**config.mk**
```make
export PLATFORM = sky130hd
export DESIGN_NAME = piecewise_linear_interpolator_top
export DESIGN_NICKNAME = d
export VERILOG_FILES = /design/src/rtl/plin_pkg.sv /design/src/rtl/plin_dp.sv /design/src/rtl/plin_ctrl.sv /design/src/rtl/piecewise_linear_interpolator_top.sv
export SDC_FILE = /design/constraint.sdc
export NUM_CORES = 2
export LEC_CHECK = 0
export ABC_AREA = 1
export BUFFER_PORTS_ARGS = -buffer_cell sky130_fd_sc_hd__buf_4
export CELL_PAD_IN_SITES_DETAIL_PLACEMENT = 0
export CELL_PAD_IN_SITES_GLOBAL_PLACEMENT = 1
export CORE_ASPECT_RATIO = 1.5
export CORE_MARGIN = 3
export CORE_UTILIZATION = 25
export CTS_CLUSTER_SIZE = 8
export DETAILED_ROUTE_END_ITERATION = 10
export PLACE_DENSITY = 0.52
export SETUP_SLACK_MARGIN = 0.1
export SLEW_MARGIN = 40
export SYNTH_ARGS = -nofsm -noshare
export SYNTH_HDL_FRONTEND = slang
export SYNTH_SLANG_ARGS = --single-unit
export TNS_END_PERCENT = 50
```
**constraint.sdc**
```tcl
create_clock -name clk -period 7.43 [get_ports clk]
set_input_delay 1.486 -clock clk [delete_from_list [all_inputs] [get_ports clk]]
set_output_delay 1.486 -clock clk [all_outputs]
set_load 0.03 [all_outputs]
```
**src/rtl/plin_pkg.sv**
```systemverilog
// plin_pkg: sizes, command codes and controller/datapath structs of the
// piecewise linear interpolator. No dependencies.
package plin_pkg;

	// table and field sizes
	localparam int DEPTH     = 32;
	localparam int AW        = 5;
	localparam int W         = 32;
	localparam int CNT_CFG_W = 6;
	localparam int TOL_W     = 16;
	localparam int ADDR_W    = 3;
	localparam int DATA_W    = 32;

	// arithmetic sizes
	localparam int DW     = W + 1;
	localparam int PW     = 2 * DW;
	localparam int QSAT_W = 41;
	localparam int SUM_W  = QSAT_W + 1;
	localparam int STEP_W = $clog2(PW);

	// iteration counts of the serial units
	localparam int MUL_STEPS = DW;
	localparam int DIV_STEPS = PW;

	// register indexes by paddr[2]
	localparam logic REG_POINT_COUNT = 1'b0;
	localparam logic REG_HIT_TOL     = 1'b1;

	// input kinds
	localparam logic KIND_LOAD  = 1'b0;
	localparam logic KIND_QUERY = 1'b1;

	// status codes
	localparam logic STAT_OK    = 1'b0;
	localparam logic STAT_ORDER = 1'b1;

	// datapath operations
	typedef enum logic [3:0] {
		OP_NONE,
		OP_LOAD,
		OP_QUERY,
		OP_CAP0,
		OP_CAPL,
		OP_EVAL,
		OP_CAPA,
		OP_CAPB,
		OP_MUL,
		OP_DIV,
		OP_FIN
	} op_t;

	typedef struct packed {
		op_t           op;
		logic [AW-1:0] addr;
		logic          first;
	} cmd_t;

	typedef struct packed {
		logic order_err;
		logic hit;
		logic below;
		logic sp_lo;
		logic sp_hi;
	} stat_t;

endpackage

```
**src/rtl/plin_dp.sv**
```systemverilog
// plin_dp: breakpoint memories, scan compare logic, serial multiplier,
// restoring divider and saturating output. Depends on plin_pkg.
module plin_dp (
	input  logic                          clk,
	input  plin_pkg::cmd_t                cmd,
	input  logic [plin_pkg::AW-1:0]       point_index,
	input  logic signed [plin_pkg::W-1:0] point_x,
	input  logic signed [plin_pkg::W-1:0] point_y,
	input  logic signed [plin_pkg::W-1:0] setpoint,
	input  logic [plin_pkg::TOL_W-1:0]    hit_tolerance,
	output plin_pkg::stat_t               stat,
	output logic signed [plin_pkg::W-1:0] value,
	output logic                          status
);

	logic [plin_pkg::W-1:0] mem_x [plin_pkg::DEPTH];
	logic [plin_pkg::W-1:0] mem_y [plin_pkg::DEPTH];

	logic signed [plin_pkg::W-1:0] rdx_q, rdy_q;
	logic signed [plin_pkg::W-1:0] sp_q, x0_q, y0_q, prev_q, xa_q, ya_q;
	logic hit0_q, inrange_q, sp_lo_q, sp_hi_q, neg_q;
	logic [plin_pkg::DW-1:0] ma_q, mb_q, den_q;
	logic [plin_pkg::DW:0]   rem_q;
	logic [plin_pkg::PW-1:0] acc_q;
	logic signed [plin_pkg::W-1:0] value_q;
	logic status_q;

	// |a - b| < tol
	function automatic logic near(input logic signed [plin_pkg::W-1:0] a,
			input logic signed [plin_pkg::W-1:0] b, input logic [plin_pkg::TOL_W-1:0] tol);
		logic signed [plin_pkg::DW-1:0] d;
		logic [plin_pkg::DW-1:0] m;
		begin
			d = {a[plin_pkg::W-1], a} - {b[plin_pkg::W-1], b};
			m = d[plin_pkg::DW-1] ? (~d + plin_pkg::DW'(1)) : d;
			return m < plin_pkg::DW'(tol);
		end
	endfunction

	// table write and registered read
	always_ff @(posedge clk) begin
		if (cmd.op == plin_pkg::OP_LOAD) begin
			mem_x[point_index] <= point_x;
			mem_y[point_index] <= point_y;
		end
		rdx_q <= mem_x[cmd.addr];
		rdy_q <= mem_y[cmd.addr];
	end

	// scan compares
	logic hit_lo;
	always_comb begin
		hit_lo         = cmd.first && hit0_q;
		stat.order_err = prev_q >= rdx_q;
		stat.hit       = inrange_q && (hit_lo || near(sp_q, rdx_q, hit_tolerance));
		stat.below     = inrange_q && (sp_q < rdx_q);
		stat.sp_lo     = sp_lo_q;
		stat.sp_hi     = sp_hi_q;
	end

	// segment operands
	logic signed [plin_pkg::DW-1:0] dx, dy, den;
	always_comb begin
		dx  = {sp_q[plin_pkg::W-1], sp_q} - {xa_q[plin_pkg::W-1], xa_q};
		dy  = {rdy_q[plin_pkg::W-1], rdy_q} - {ya_q[plin_pkg::W-1], ya_q};
		den = {rdx_q[plin_pkg::W-1], rdx_q} - {xa_q[plin_pkg::W-1], xa_q};
	end

	// divider step
	logic [plin_pkg::DW:0] rs;
	logic ge;
	always_comb begin
		rs = {rem_q[plin_pkg::DW-1:0], acc_q[plin_pkg::PW-1]};
		ge = rs >= {1'b0, den_q};
	end

	// quotient clamp, signed sum and saturation
	logic [plin_pkg::QSAT_W-1:0] qc;
	logic signed [plin_pkg::SUM_W-1:0] ysum;
	logic signed [plin_pkg::W-1:0] sat;
	localparam logic [plin_pkg::QSAT_W-1:0] QSAT = {1'b1, {(plin_pkg::QSAT_W-1){1'b0}}};
	localparam logic signed [plin_pkg::SUM_W-1:0] SMAX =
		plin_pkg::SUM_W'({1'b0, {(plin_pkg::W-1){1'b1}}});
	localparam logic signed [plin_pkg::SUM_W-1:0] SMIN =
		{{(plin_pkg::SUM_W-plin_pkg::W+1){1'b1}}, {(plin_pkg::W-1){1'b0}}};
	always_comb begin
		qc = (acc_q > plin_pkg::PW'(QSAT)) ? QSAT : acc_q[plin_pkg::QSAT_W-1:0];
		if (neg_q) begin
			ysum = plin_pkg::SUM_W'(ya_q) - $signed({1'b0, qc});
		end else begin
			ysum = plin_pkg::SUM_W'(ya_q) + $signed({1'b0, qc});
		end
		if (ysum > SMAX) begin
			sat = {1'b0, {(plin_pkg::W-1){1'b1}}};
		end else if (ysum < SMIN) begin
			sat = {1'b1, {(plin_pkg::W-1){1'b0}}};
		end else begin
			sat = ysum[plin_pkg::W-1:0];
		end
	end

	// datapath registers
	always_ff @(posedge clk) begin
		case (cmd.op)
			plin_pkg::OP_QUERY: begin
				sp_q <= setpoint;
			end
			plin_pkg::OP_CAP0: begin
				x0_q   <= rdx_q;
				y0_q   <= rdy_q;
				hit0_q <= near(sp_q, rdx_q, hit_tolerance);
			end
			plin_pkg::OP_CAPL: begin
				inrange_q <= (sp_q >= x0_q) && (sp_q <= rdx_q);
				sp_lo_q   <= sp_q < x0_q;
				sp_hi_q   <= sp_q > rdx_q;
				prev_q    <= x0_q;
			end
			plin_pkg::OP_EVAL: begin
				prev_q <= rdx_q;
				if (stat.order_err) begin
					value_q  <= '0;
					status_q <= plin_pkg::STAT_ORDER;
				end else if (stat.hit) begin
					value_q  <= hit_lo ? y0_q : rdy_q;
					status_q <= plin_pkg::STAT_OK;
				end
			end
			plin_pkg::OP_CAPA: begin
				xa_q <= rdx_q;
				ya_q <= rdy_q;
			end
			plin_pkg::OP_CAPB: begin
				ma_q  <= dx[plin_pkg::DW-1] ? (~dx + plin_pkg::DW'(1)) : dx;
				mb_q  <= dy[plin_pkg::DW-1] ? (~dy + plin_pkg::DW'(1)) : dy;
				neg_q <= dx[plin_pkg::DW-1] ^ dy[plin_pkg::DW-1];
				den_q <= den;
				acc_q <= '0;
				rem_q <= '0;
			end
			plin_pkg::OP_MUL: begin
				acc_q <= {acc_q[plin_pkg::PW-2:0], 1'b0}
					+ (mb_q[plin_pkg::DW-1] ? plin_pkg::PW'(ma_q) : '0);
				mb_q  <= {mb_q[plin_pkg::DW-2:0], 1'b0};
			end
			plin_pkg::OP_DIV: begin
				rem_q <= ge ? (rs - {1'b0, den_q}) : rs;
				acc_q <= {acc_q[plin_pkg::PW-2:0], ge};
			end
			plin_pkg::OP_FIN: begin
				value_q  <= sat;
				status_q <= plin_pkg::STAT_OK;
			end
			default: begin
			end
		endcase
	end

	assign value  = value_q;
	assign status = status_q;

endmodule

```
**src/rtl/plin_ctrl.sv**
```systemverilog
// plin_ctrl: sequencer of the interpolator, issues datapath commands and
// table addresses and raises the result strobe. Depends on plin_pkg.
module plin_ctrl (
	input  logic                            clk,
	input  logic                            arst_n,
	input  logic                            start,
	input  logic                            kind,
	input  logic [plin_pkg::CNT_CFG_W-1:0]  point_count,
	input  plin_pkg::stat_t                 stat,
	output plin_pkg::cmd_t                  cmd,
	output logic                            busy,
	output logic                            strobe
);

	typedef enum logic [10:0] {
		S_IDLE = 11'b000_0000_0001,
		S_CAP0 = 11'b000_0000_0010,
		S_CAPL = 11'b000_0000_0100,
		S_SCRD = 11'b000_0000_1000,
		S_SCEV = 11'b000_0001_0000,
		S_RDA  = 11'b000_0010_0000,
		S_RDB  = 11'b000_0100_0000,
		S_CAPB = 11'b000_1000_0000,
		S_MUL  = 11'b001_0000_0000,
		S_DIV  = 11'b010_0000_0000,
		S_FIN  = 11'b100_0000_0000
	} state_t;

	state_t state_q, state_d;
	logic [plin_pkg::AW-1:0] idx_q, idx_d, seg_q, seg_d;
	logic [plin_pkg::STEP_W-1:0] cnt_q, cnt_d;
	logic strobe_q, strobe_d;

	// index of the last breakpoint in use, count clamped to the table
	logic [plin_pkg::AW-1:0] last;
	logic [plin_pkg::CNT_CFG_W-1:0] last_w;
	always_comb begin
		last_w = point_count - plin_pkg::CNT_CFG_W'(1);
		if (point_count < plin_pkg::CNT_CFG_W'(2)) begin
			last = plin_pkg::AW'(1);
		end else if (point_count > plin_pkg::CNT_CFG_W'(plin_pkg::DEPTH)) begin
			last = plin_pkg::AW'(plin_pkg::DEPTH - 1);
		end else begin
			last = last_w[plin_pkg::AW-1:0];
		end
	end

	// segment chosen after the scan
	logic [plin_pkg::AW-1:0] segf;
	always_comb begin
		if (stat.sp_lo) begin
			segf = plin_pkg::AW'(1);
		end else if (stat.sp_hi || seg_q == '0) begin
			segf = last;
		end else begin
			segf = seg_q;
		end
	end

	// next state and commands
	always_comb begin
		state_d   = state_q;
		idx_d     = idx_q;
		seg_d     = seg_q;
		cnt_d     = cnt_q;
		strobe_d  = 1'b0;
		cmd.op    = plin_pkg::OP_NONE;
		cmd.addr  = '0;
		cmd.first = idx_q == plin_pkg::AW'(1);
		case (state_q)
			S_IDLE: begin
				if (start) begin
					if (kind == plin_pkg::KIND_LOAD) begin
						cmd.op = plin_pkg::OP_LOAD;
					end else begin
						cmd.op  = plin_pkg::OP_QUERY;
						idx_d   = plin_pkg::AW'(1);
						seg_d   = '0;
						state_d = S_CAP0;
					end
				end
			end
			S_CAP0: begin
				cmd.op   = plin_pkg::OP_CAP0;
				cmd.addr = last;
				state_d  = S_CAPL;
			end
			S_CAPL: begin
				cmd.op   = plin_pkg::OP_CAPL;
				cmd.addr = plin_pkg::AW'(1);
				state_d  = S_SCEV;
			end
			S_SCRD: begin
				cmd.addr = idx_q;
				state_d  = S_SCEV;
			end
			S_SCEV: begin
				cmd.op = plin_pkg::OP_EVAL;
				if (stat.order_err || stat.hit) begin
					strobe_d = 1'b1;
					state_d  = S_IDLE;
				end else begin
					if (seg_q == '0 && stat.below) begin
						seg_d = idx_q;
					end
					if (idx_q == last) begin
						state_d = S_RDA;
					end else begin
						idx_d   = idx_q + plin_pkg::AW'(1);
						state_d = S_SCRD;
					end
				end
			end
			S_RDA: begin
				cmd.addr = segf - plin_pkg::AW'(1);
				seg_d    = segf;
				state_d  = S_RDB;
			end
			S_RDB: begin
				cmd.op   = plin_pkg::OP_CAPA;
				cmd.addr = seg_q;
				state_d  = S_CAPB;
			end
			S_CAPB: begin
				cmd.op  = plin_pkg::OP_CAPB;
				cnt_d   = '0;
				state_d = S_MUL;
			end
			S_MUL: begin
				cmd.op = plin_pkg::OP_MUL;
				if (cnt_q == plin_pkg::STEP_W'(plin_pkg::MUL_STEPS - 1)) begin
					cnt_d   = '0;
					state_d = S_DIV;
				end else begin
					cnt_d = cnt_q + plin_pkg::STEP_W'(1);
				end
			end
			S_DIV: begin
				cmd.op = plin_pkg::OP_DIV;
				if (cnt_q == plin_pkg::STEP_W'(plin_pkg::DIV_STEPS - 1)) begin
					state_d = S_FIN;
				end else begin
					cnt_d = cnt_q + plin_pkg::STEP_W'(1);
				end
			end
			S_FIN: begin
				cmd.op   = plin_pkg::OP_FIN;
				strobe_d = 1'b1;
				state_d  = S_IDLE;
			end
			default: begin
				state_d = S_IDLE;
			end
		endcase
	end

	// control registers
	always_ff @(posedge clk or negedge arst_n) begin
		if (!arst_n) begin
			state_q  <= S_IDLE;
			idx_q    <= '0;
			seg_q    <= '0;
			cnt_q    <= '0;
			strobe_q <= 1'b0;
		end else begin
			state_q  <= state_d;
			idx_q    <= idx_d;
			seg_q    <= seg_d;
			cnt_q    <= cnt_d;
			strobe_q <= strobe_d;
		end
	end

	assign busy   = state_q != S_IDLE;
	assign strobe = strobe_q;

endmodule

```
**src/rtl/piecewise_linear_interpolator_top.sv**
```systemverilog
// piecewise_linear_interpolator_top: APB registers, controller and datapath.
// Depends on plin_pkg, plin_ctrl and plin_dp.
//
//  channel  | handshake              | payload
//  ---------+------------------------+-----------------------------------------
//  input    | start & !busy          | kind, point_index, point_x, point_y, setpoint
//  result   | strobe, one cycle      | value, status
//  config   | psel & penable & pwrite| paddr, pwdata (prdata on reads)
//
// a load beat gives no result; busy stays low
// a query beat scans the breakpoints in use on the single table read port, then runs
// 33 shift-add multiplier steps and 66 restoring divider steps; hits and order
// errors end early
// arst_n clears the controller and the registers; the table holds no reset
// results cannot be stalled: the strobe beat is taken in the cycle it is shown
module piecewise_linear_interpolator_top (
	input  logic                              clk,
	input  logic                              arst_n,
	input  logic                              start,
	output logic                              busy,
	input  logic                              kind,
	input  logic [plin_pkg::AW-1:0]           point_index,
	input  logic signed [plin_pkg::W-1:0]     point_x,
	input  logic signed [plin_pkg::W-1:0]     point_y,
	input  logic signed [plin_pkg::W-1:0]     setpoint,
	output logic                              strobe,
	output logic signed [plin_pkg::W-1:0]     value,
	output logic                              status,
	input  logic                              psel,
	input  logic                              penable,
	input  logic                              pwrite,
	input  logic [plin_pkg::ADDR_W-1:0]       paddr,
	input  logic [plin_pkg::DATA_W-1:0]       pwdata,
	output logic [plin_pkg::DATA_W-1:0]       prdata,
	output logic                              pready
);

	logic [plin_pkg::CNT_CFG_W-1:0] point_count_q;
	logic [plin_pkg::TOL_W-1:0]     hit_tol_q;
	plin_pkg::cmd_t  cmd;
	plin_pkg::stat_t stat;

	// configuration registers
	always_ff @(posedge clk or negedge arst_n) begin
		if (!arst_n) begin
			point_count_q <= plin_pkg::CNT_CFG_W'(2);
			hit_tol_q     <= plin_pkg::TOL_W'(1);
		end else if (psel && penable && pwrite) begin
			case (paddr[2])
				plin_pkg::REG_POINT_COUNT: point_count_q <= pwdata[plin_pkg::CNT_CFG_W-1:0];
				default:                   hit_tol_q     <= pwdata[plin_pkg::TOL_W-1:0];
			endcase
		end
	end

	// register readback
	always_comb begin
		case (paddr[2])
			plin_pkg::REG_POINT_COUNT: prdata = plin_pkg::DATA_W'(point_count_q);
			default:                   prdata = plin_pkg::DATA_W'(hit_tol_q);
		endcase
	end

	assign pready = 1'b1;

	plin_ctrl u_ctrl (
		.clk         (clk),
		.arst_n      (arst_n),
		.start       (start),
		.kind        (kind),
		.point_count (point_count_q),
		.stat        (stat),
		.cmd         (cmd),
		.busy        (busy),
		.strobe      (strobe)
	);

	plin_dp u_dp (
		.clk           (clk),
		.cmd           (cmd),
		.point_index   (point_index),
		.point_x       (point_x),
		.point_y       (point_y),
		.setpoint      (setpoint),
		.hit_tolerance (hit_tol_q),
		.stat          (stat),
		.value         (value),
		.status        (status)
	);

	// a result beat arrives only after the query has released the controller
	a_strobe_idle: assert property (@(posedge clk) disable iff (!arst_n)
		strobe |-> !busy)
		else $error("result strobe while busy");

	// an order error carries a zero value
	a_err_value: assert property (@(posedge clk) disable iff (!arst_n)
		(strobe && status == plin_pkg::STAT_ORDER) |-> (value == '0))
		else $error("order error with nonzero value");

	// a load beat keeps the block free, a query beat occupies it
	a_load_free: assert property (@(posedge clk) disable iff (!arst_n)
		(start && !busy && kind == plin_pkg::KIND_LOAD) |=> !busy)
		else $error("load made the block busy");

	a_query_busy: assert property (@(posedge clk) disable iff (!arst_n)
		(start && !busy && kind == plin_pkg::KIND_QUERY) |=> (busy && !strobe))
		else $error("query not started");

endmodule
```
# Yosys cells after proc, flatten, opt, wreduce, memory -nomap -nowiden

Memory sizes are Yosys's and may differ from the RTL's. A register that Yosys moved wholly into a read port is not among the register bits.
Cells that the tools add are included.
W data, S select, Z words.

Memories: 2
Output and inout port bits: 68
Input bits: 143
Register bits after elaboration: 479
Bits in latches: 0
ROM bits: 0
Bits in writable memories: 2048

Multipliers: 0
Magnitude comparators: 13
Reductions and logical operators: 27
Eq/ne operators: 35
Div/mod/pow operators: 0
Shifts and indexed selects: 0
Bitwise operators: 5
$add $sub $neg: 15
Mux-type cells: 53

Memories:

| memory     | words | width | read ports | clocked after Yosys merged registers in | write ports | line          | source |
|---|---|---|---|---|---|---|---|
| u_dp.mem_x | 32    | 32    | 1          | 1                                       | 1           | plin_dp.sv:16 | `logic [plin_pkg::W-1:0] mem_x [plin_pkg::DEPTH];` |
| u_dp.mem_y | 32    | 32    | 1          | 1                                       | 1           | plin_dp.sv:17 | `logic [plin_pkg::W-1:0] mem_y [plin_pkg::DEPTH];` |

Operators by type and width:

| operator                | count |
|---|---|
| $pmux W66 S3            | 1 |
| $mux W32                | 6 |
| $mux W33                | 4 |
| $pmux W33 S2            | 2 |
| $sub A32 B32 Y33        | 4 |
| $pmux W32 S2            | 2 |
| $add A33 B2 Y33 const B | 3 |
| $not A33 Y33            | 3 |
| $pmux W11 S9            | 1 |
| $add A66 B66 Y66        | 1 |
| $gt A66 B41 Y1 const B  | 1 |
| $ge A32 B32 Y1          | 2 |
| $lt A32 B32 Y1          | 2 |
| $mux W5                 | 12 |
| $mux W11                | 4 |
| $add A32 B42 Y42        | 1 |
| $gt A42 B32 Y1 const B  | 1 |
| $lt A42 B32 Y1 const B  | 1 |
| $mux W42                | 1 |
| $sub A32 B42 Y42        | 1 |
| $mux W41                | 1 |
| $pmux W4 S9             | 1 |
| $ge A34 B33 Y1          | 1 |
| $lt A33 B16 Y1          | 1 |
| 52 further kinds        | 91 |

# Logic depth before layout (Yosys ltp)

Depth after elaboration: 10
Gate-level depth with buffers: 43

# Hierarchy

Synthesis repeated with hierarchy kept, for this count alone.

Cells, all modules: 11555
Area total of the unflattened synthesis: 121896.9 um^2

By module, submodules not included:

| module                            | area an instance (um^2) | cells each | seq. area each (um^2) | instances |
|---|---|---|---|---|
| plin_dp                           | 118473.6                | 11070      | 75632.5               | 1 |
| plin_ctrl                         | 2234.6                  | 326        | 726.9                 | 1 |
| piecewise_linear_interpolator_top | 1188.6                  | 159        | 553.0                 | 1 |

# Least setup slack after synthesis

Ideal clock, no wire load.

Kind: register to register
From: reg u_dp.sp_q[0] in the netlist's numbering
To: reg u_dp.status_q, in the netlist u_dp.status (enable)
Setup time: 0.391 ns
Period minus slack after synthesis: 5.401 ns
Cell stages (with the launch flop): 40
Required time: 7.039 ns
Arrival: 5.011 ns
Setup slack: 2.029 ns
Path through: edfxtp_1 > inv_1 > ha_1 > inv_1 > fa_1 > nand2_2 > nand2_2 > nand3_2 > nand2_2 > nand2_1 > nand2_2 > nand2_1 > nand3_1 > nand2_4 > buf_2 > buf_1 > nand2_1 > xor2_1 > [... 4 more ...] > o21ai_0 > nand2_1 > nand4_1 > nand2_1 > nand3_1 > nand2_1 > nand2_1 > nand3_1 > nor2_1 > nand3_1 > nor2_1 > nand2_1 > nand2_1 > nand2_1 > nand2_1 > nand2_2 > buf_6 > nand2_1

Cells in the longest elaborated chain, start to end: 9

Ends and longest elaborated chain:

| item                          | line           | source |
|---|---|---|
| from (decl)                   | plin_dp.sv:20  | `logic signed [plin_pkg::W-1:0] sp_q, x0_q, y0_q, prev_q, xa_q, ya_q;` |
| from (signal assigned)        | plin_dp.sv:106 | `sp_q <= setpoint;` |
| $sub A32 B32 Y33 *            | plin_dp.sv:34  | `d = {a[plin_pkg::W-1], a} - {b[plin_pkg::W-1], b};` |
| $not A33 Y33                  | plin_dp.sv:35  | `m = d[plin_pkg::DW-1] ? (~d + plin_pkg::DW'(1)) : d;` |
| $add A33 B2 Y33               | plin_dp.sv:35  |  |
| $mux W33 *                    | plin_dp.sv:35  |  |
| $lt A33 B16 Y1 *              | plin_dp.sv:36  | `return m < plin_pkg::DW'(tol);` |
| $logic_or A1 B1 Y1 *          | plin_dp.sv:55  | `stat.hit = inrange_q && (hit_lo \|\| near(sp_q, rdx_q, hit_tolerance));` |
| $logic_and A1 B1 Y1 *         | plin_dp.sv:55  |  |
| $ne A3 B3 Y1 (no line) *      | -              |  |
| $reduce_and A2 Y1 (no line) * | -              |  |
| to (signal assigned)          | plin_dp.sv:123 | `status_q <= plin_pkg::STAT_ORDER;` |
| to (signal assigned)          | plin_dp.sv:126 | `status_q <= plin_pkg::STAT_OK;` |
| to (signal assigned)          | plin_dp.sv:152 | `status_q <= plin_pkg::STAT_OK;` |
| to (decl)                     | plin_dp.sv:26  | `logic status_q;` |

Every way passes the cells marked *; elsewhere a longest branch is shown, timed or not.
A chain may end at the register's enable or synchronous reset.

# Final worst setup path

From: reg u_dp.acc_q[61] in the netlist's numbering
To: reg u_dp.value_q (netlist bit u_dp.value[6]) (data pin)

Cells in the longest elaborated chain, start to end: 8
Elaborated cells on any way between the ends: 10
Classes of those cells: add/sub: 2; order compare: 3; mux: 5

Ends and longest elaborated chain:

| item                                                 | line                         | source |
|---|---|---|
| from (decl)                                          | plin_dp.sv:24                | `logic [plin_pkg::PW-1:0] acc_q;` |
| from (signal assigned)                               | plin_dp.sv:142               | `acc_q <= {acc_q[plin_pkg::PW-2:0], 1'b0}` |
| from (signal assigned)                               | plin_dp.sv:148               | `acc_q <= {acc_q[plin_pkg::PW-2:0], ge};` |
| $gt A66 B41 Y1 *                                     | plin_dp.sv:87                | `qc = (acc_q > plin_pkg::PW'(QSAT)) ? QSAT : acc_q[plin_pkg::QSAT_W-1:0];` |
| $mux W41 *                                           | plin_dp.sv:87                |  |
| $add A32 B42 Y42 or $sub A32 B42 Y42 (tied branches) | plin_dp.sv:91, plin_dp.sv:89 |  |
| $mux W42 *                                           | plin_dp.sv:88                | `if (neg_q) begin` |
| $lt A42 B32 Y1                                       | plin_dp.sv:95                | `end else if (ysum < SMIN) begin` |
| $mux W32                                             | plin_dp.sv:95                |  |
| $mux W32 *                                           | plin_dp.sv:93                | `if (ysum > SMAX) begin` |
| $pmux W32 S2 *                                       | plin_dp.sv:104               | `case (cmd.op)` |
| to (signal assigned)                                 | plin_dp.sv:125               | `value_q <= hit_lo ? y0_q : rdy_q;` |
| to (signal assigned)                                 | plin_dp.sv:151               | `value_q <= sat;` |
| to (decl)                                            | plin_dp.sv:25                | `logic signed [plin_pkg::W-1:0] value_q;` |

Marked as above.

==> results.sh <==
export IMPL_nFillCells=50800
export IMPL_muxShareOfSynthArea_pct=1.52
export IMPL_cts_tree="built"
export IMPL_ant_nets=0
export IMPL_comb_power_share_pct=19.2
export IMPL_cts_buffers=364
export IMPL_cts_root_buf="clkbuf_16"
export IMPL_reg2reg_from="u_dp.acc_q[61]$_DFFE_PP_"
export IMPL_clock_sinks=2591
export IMPL_netlist_area_um2=123000
export IMPL_critPathRequiredTime_ps=8090
export IMPL_clock_skew_ps=74.8
export IMPL_drcViolationCount=0
export IMPL_clkPwrFrac_pct=38.3
export IMPL_synth_edf_count=2476
export IMPL_path_class="register to register"
export IMPL_p_int_uw=27700
export IMPL_highest_layer="met5"
export IMPL_synth_seq_cells=2591
export IMPL_max_stage_delay_ps=480
export IMPL_synth_cell_types=74
export IMPL_num_rows=315
export IMPL_setup_violations_final=0
export IMPL_drt_iter0_markers=5807
export IMPL_grt_max_degree=113
export IMPL_period_share_pct=88.9
export IMPL_io_buffers=175
export IMPL_core_area_um2=490000
export IMPL_fin_crit_ps=6610
export IMPL_r2r_end="u_dp.value[6]$_DFFE_PP_"
export IMPL_p_switching_uw=12100
export IMPL_tightest_slew_ps=962
export IMPL_hold_path_class="register to register"
export IMPL_cts_path_max_buffers=4
export IMPL_synth_top_family_by_area="compound AO/OA/AOI/OAI gates"
export IMPL_finalPower_uw=39700
export IMPL_initial_core_util_pct=25.1
export IMPL_yosysWarnings=0
export IMPL_reg2reg_slack_ps=820
export IMPL_synth_top_area_share_pct=60.4
export IMPL_routed_wl_um=442000
export IMPL_design_area_um2=143000
export IMPL_grt_usage_pct=17.1
export IMPL_synth_compound_area_share_pct=15.0
export IMPL_synth_area_top_cells="edfxtp_1 (60%), a21oi_1 (5.1%), inv_1 (4.2%), o21ai_0 (4.2%), nand2_1 (4.1%)"
export IMPL_die_w_um=579
export IMPL_synthArstFlopShare_pct=1.97
export IMPL_swShare_pct=30.4
export IMPL_antenna_found_initial=58
export IMPL_layout_drive_gt1_share_pct=8.67
export IMPL_maxSlewHeadroom_pct=35.6
export IMPL_synthCells=11300
export IMPL_status="completed"
export IMPL_dp_hpwl_um=274000
export IMPL_grt_pass1_vias=85400
export IMPL_cts_setup_buffers=0
export IMPL_synthXorXnorAreaFrac_pct=1.87
export IMPL_met1Wirelength_um=187000
export IMPL_cp_num_cells=36
export IMPL_worstPathMaxFanout=31
export IMPL_synth_top_area_cell="edfxtp_1"
export IMPL_seqPwrFrac_pct=42.4
export IMPL_place_area_um2=133000
export IMPL_r2r_cells=36
export IMPL_synth_simple_gate_area_share_pct=9.41
export IMPL_htreeDepth=5
export IMPL_fp_dieArea_um2=501000
export IMPL_cp_common_cell="nand2_1"
export IMPL_synthFlopType="edfxtp_1"
export IMPL_syn_to_final_growth_pct=16.5
export IMPL_finalHoldViolCount=0
export IMPL_yosysSeqAreaShare_pct=62.5
export IMPL_slowest_stage="nor4_2"
export IMPL_boundaryPins=211
export IMPL_fmax_ghz=0.151
export IMPL_first_pass_iters=7
export IMPL_endpoint_kind="register"
export IMPL_dr_wl_met2_um=228000
export IMPL_grt_pass1_wl_um=628000
export IMPL_power_density_nw_per_um2=277
export IMPL_overflow=0
export IMPL_path_buf_inv=6
export IMPL_multiInputGateArea_um2=39100
export IMPL_die_h_um=865
export IMPL_post_drt_wl_per_cell_um=24.3
export IMPL_dr_total_vias=85800
export IMPL_cts_hold_fix_buffers=0
export IMPL_arrival_ps=7260
export IMPL_tns_ps=0
export IMPL_ctsResizeCount=0
export IMPL_drv_cap=0
export IMPL_cp_endpoint="u_dp.value[6]$_DFFE_PP_"
export IMPL_met3_length_um=16700
export IMPL_rsz0062_at_grt="false"
export IMPL_seqCellArea_um2=76900
export IMPL_slew_viol_final=0
export IMPL_nets=12000
export IMPL_critPathTopFamily="simple AND/OR/NAND/NOR gates"
export IMPL_vdd_ir_drop_max_uv=178
export IMPL_start_kind="register"
export IMPL_path_clk_slew_ps=50
export IMPL_gp_congestion=0.841
export IMPL_synth_fa_ha_area_share_pct=3.43
export IMPL_syn_avg_cell_area_um2=10.9
export IMPL_leakagePower_uw=0.0521
export IMPL_startpoint="u_dp.acc_q[61]$_DFFE_PP_"
export IMPL_drt_vias_per_instance=4.73
export IMPL_clkLatencyLatePin_ps=970
==> per-stage QoR <==
step / worst slack (ps) / hold WS, ps / std cells / utilization, %
CTS: 746 / 474 / 18100 / 29.2
detailed placement: 773 / 473 / 17700 / 27.2
global placement: 751 / 467 / 17600 / 27.1
floorplan: 2030 / 426 / 11300 / -
global route: 151 / 516 / 18100 / 29.2
finish: 824 / 486 / 18200 / 29.2
==> cell families after synthesis <==
logic type,Yosys count
AOI/OAI and AO/OA,3196
xor gates and xnor gates,261
adders and majority gates,333
buffers and inverters,1970
DFF,2591
muxes,187
other,2
and+or+nand+nor,2782
==> state kept, by name (all words and copies together), names as in the netlist, 6 cells and up <==
| name | count |
|---|---|
| u_dp.x0_q | 32 |
| u_ctrl.state_q | 11 |
| u_dp.rem_q | 33 |
| u_dp.rdy_q | 32 |
| hit_tol_q | 16 |
| u_dp.ma_q | 33 |
| u_dp.den_q | 33 |
| u_dp.ya_q | 32 |
| point_count_q | 6 |
| u_dp.prev_q | 32 |
| u_dp.sp_q | 32 |
| u_dp.acc_q | 66 |
| u_ctrl.cnt_q | 7 |
| u_dp.rdx_q | 32 |
| u_dp.mb_q | 33 |
| u_dp.mem_x | 1024 |
| u_dp.y0_q | 32 |
| u_dp.mem_y | 1024 |
| u_dp.xa_q | 32 |
| u_dp.value | 32 |
==> worst min path at each step <==
stage               cells past startpoint                         start                      endpoint
global placement                        2  point_count_q[0]$_DFFE_PN0P_  point_count_q[0]$_DFFE_PN0P_
CTS                                     0        u_dp.rdx_q[19]$_DFF_P_       u_dp.xa_q[19]$_DFFE_PN_
detailed placement                      2  point_count_q[0]$_DFFE_PN0P_  point_count_q[0]$_DFFE_PN0P_
global route                            0        u_dp.rdx_q[19]$_DFF_P_       u_dp.xa_q[19]$_DFFE_PN_
finish                                  0        u_dp.rdx_q[19]$_DFF_P_       u_dp.xa_q[19]$_DFFE_PN_
floorplan                               0         u_dp.rdy_q[0]$_DFF_P_        u_dp.y0_q[0]$_DFFE_PN_
==> power by group through the flow <==
stage	logic, uW	clock network [uW]	registers [uW]
after global placement	7720	0	17100
after global routing	8550	16200	16900
after floorplan	4880	0	16900
final	7640	15200	16900
after detailed placement	7760	0	17100
after CTS	7790	15700	16900
==> final cells by class <==
type,instances,share of cell area (%)
clock inverters,31,0.361
well taps,6498,5.67
repair buffers,379,2.63
diodes,15,0.0262
multi-input cells,6776,27.3
clock buffers,465,6.66
inverters,1408,3.70
flip-flops and latches,2591,53.7
==> Yosys cell counts, types with 6 or more instances <==
library cell and number:
xor2_1 178, mux2i_1 187, o41ai_1 7, o211ai_1 273, clkinv_1 6, xnor2_1 81, nor4_1 21, o21bai_1 20
fa_1 7, o21a_1 22, dfxtp_1 64, nand4_1 80, nor3_1 103, a211oi_1 13, buf_1 19, clkbuf_1 372
nand2_2 25, ha_1 326, nand3_1 215, o311ai_1 72, o22ai_1 26, buf_2 141, o311ai_0 186, nand3b_1 15
dfrtp_1 48, a31oi_1 95, nand2_1 1333, nor2_2 14, nand3_2 9, o2111ai_1 33, edfxtp_1 2476, a21oi_1 1253
o21ai_1 43, a22oi_1 6, o21ai_0 1021, buf_4 27, a21o_1 13, nor2_1 889, inv_2 20, or2_2 45
inv_1 1382, o31ai_1 78
==> per-layer routing <==
layer | GRT usage (%) | up-vias
li1 | - | 40800
met1 | 21.5 | 43000
met2 | 31.2 | 1568
met3 | 2.24 | 498
met4 | 3.67 | 18
met5 | 0 | -
==> cell usage in the layout (no fill, tap or decap), drive strengths merged, types with 273 or more instances in the layout <==
cell type,instances
edfxtp,2476
inv,1409
nand2,1359
a21oi,1258
o21ai,1069
nor2,906
clkbuf,465
buf,379
ha,326
o211ai,273
Note: power is estimated with default switching activity, not from simulation.
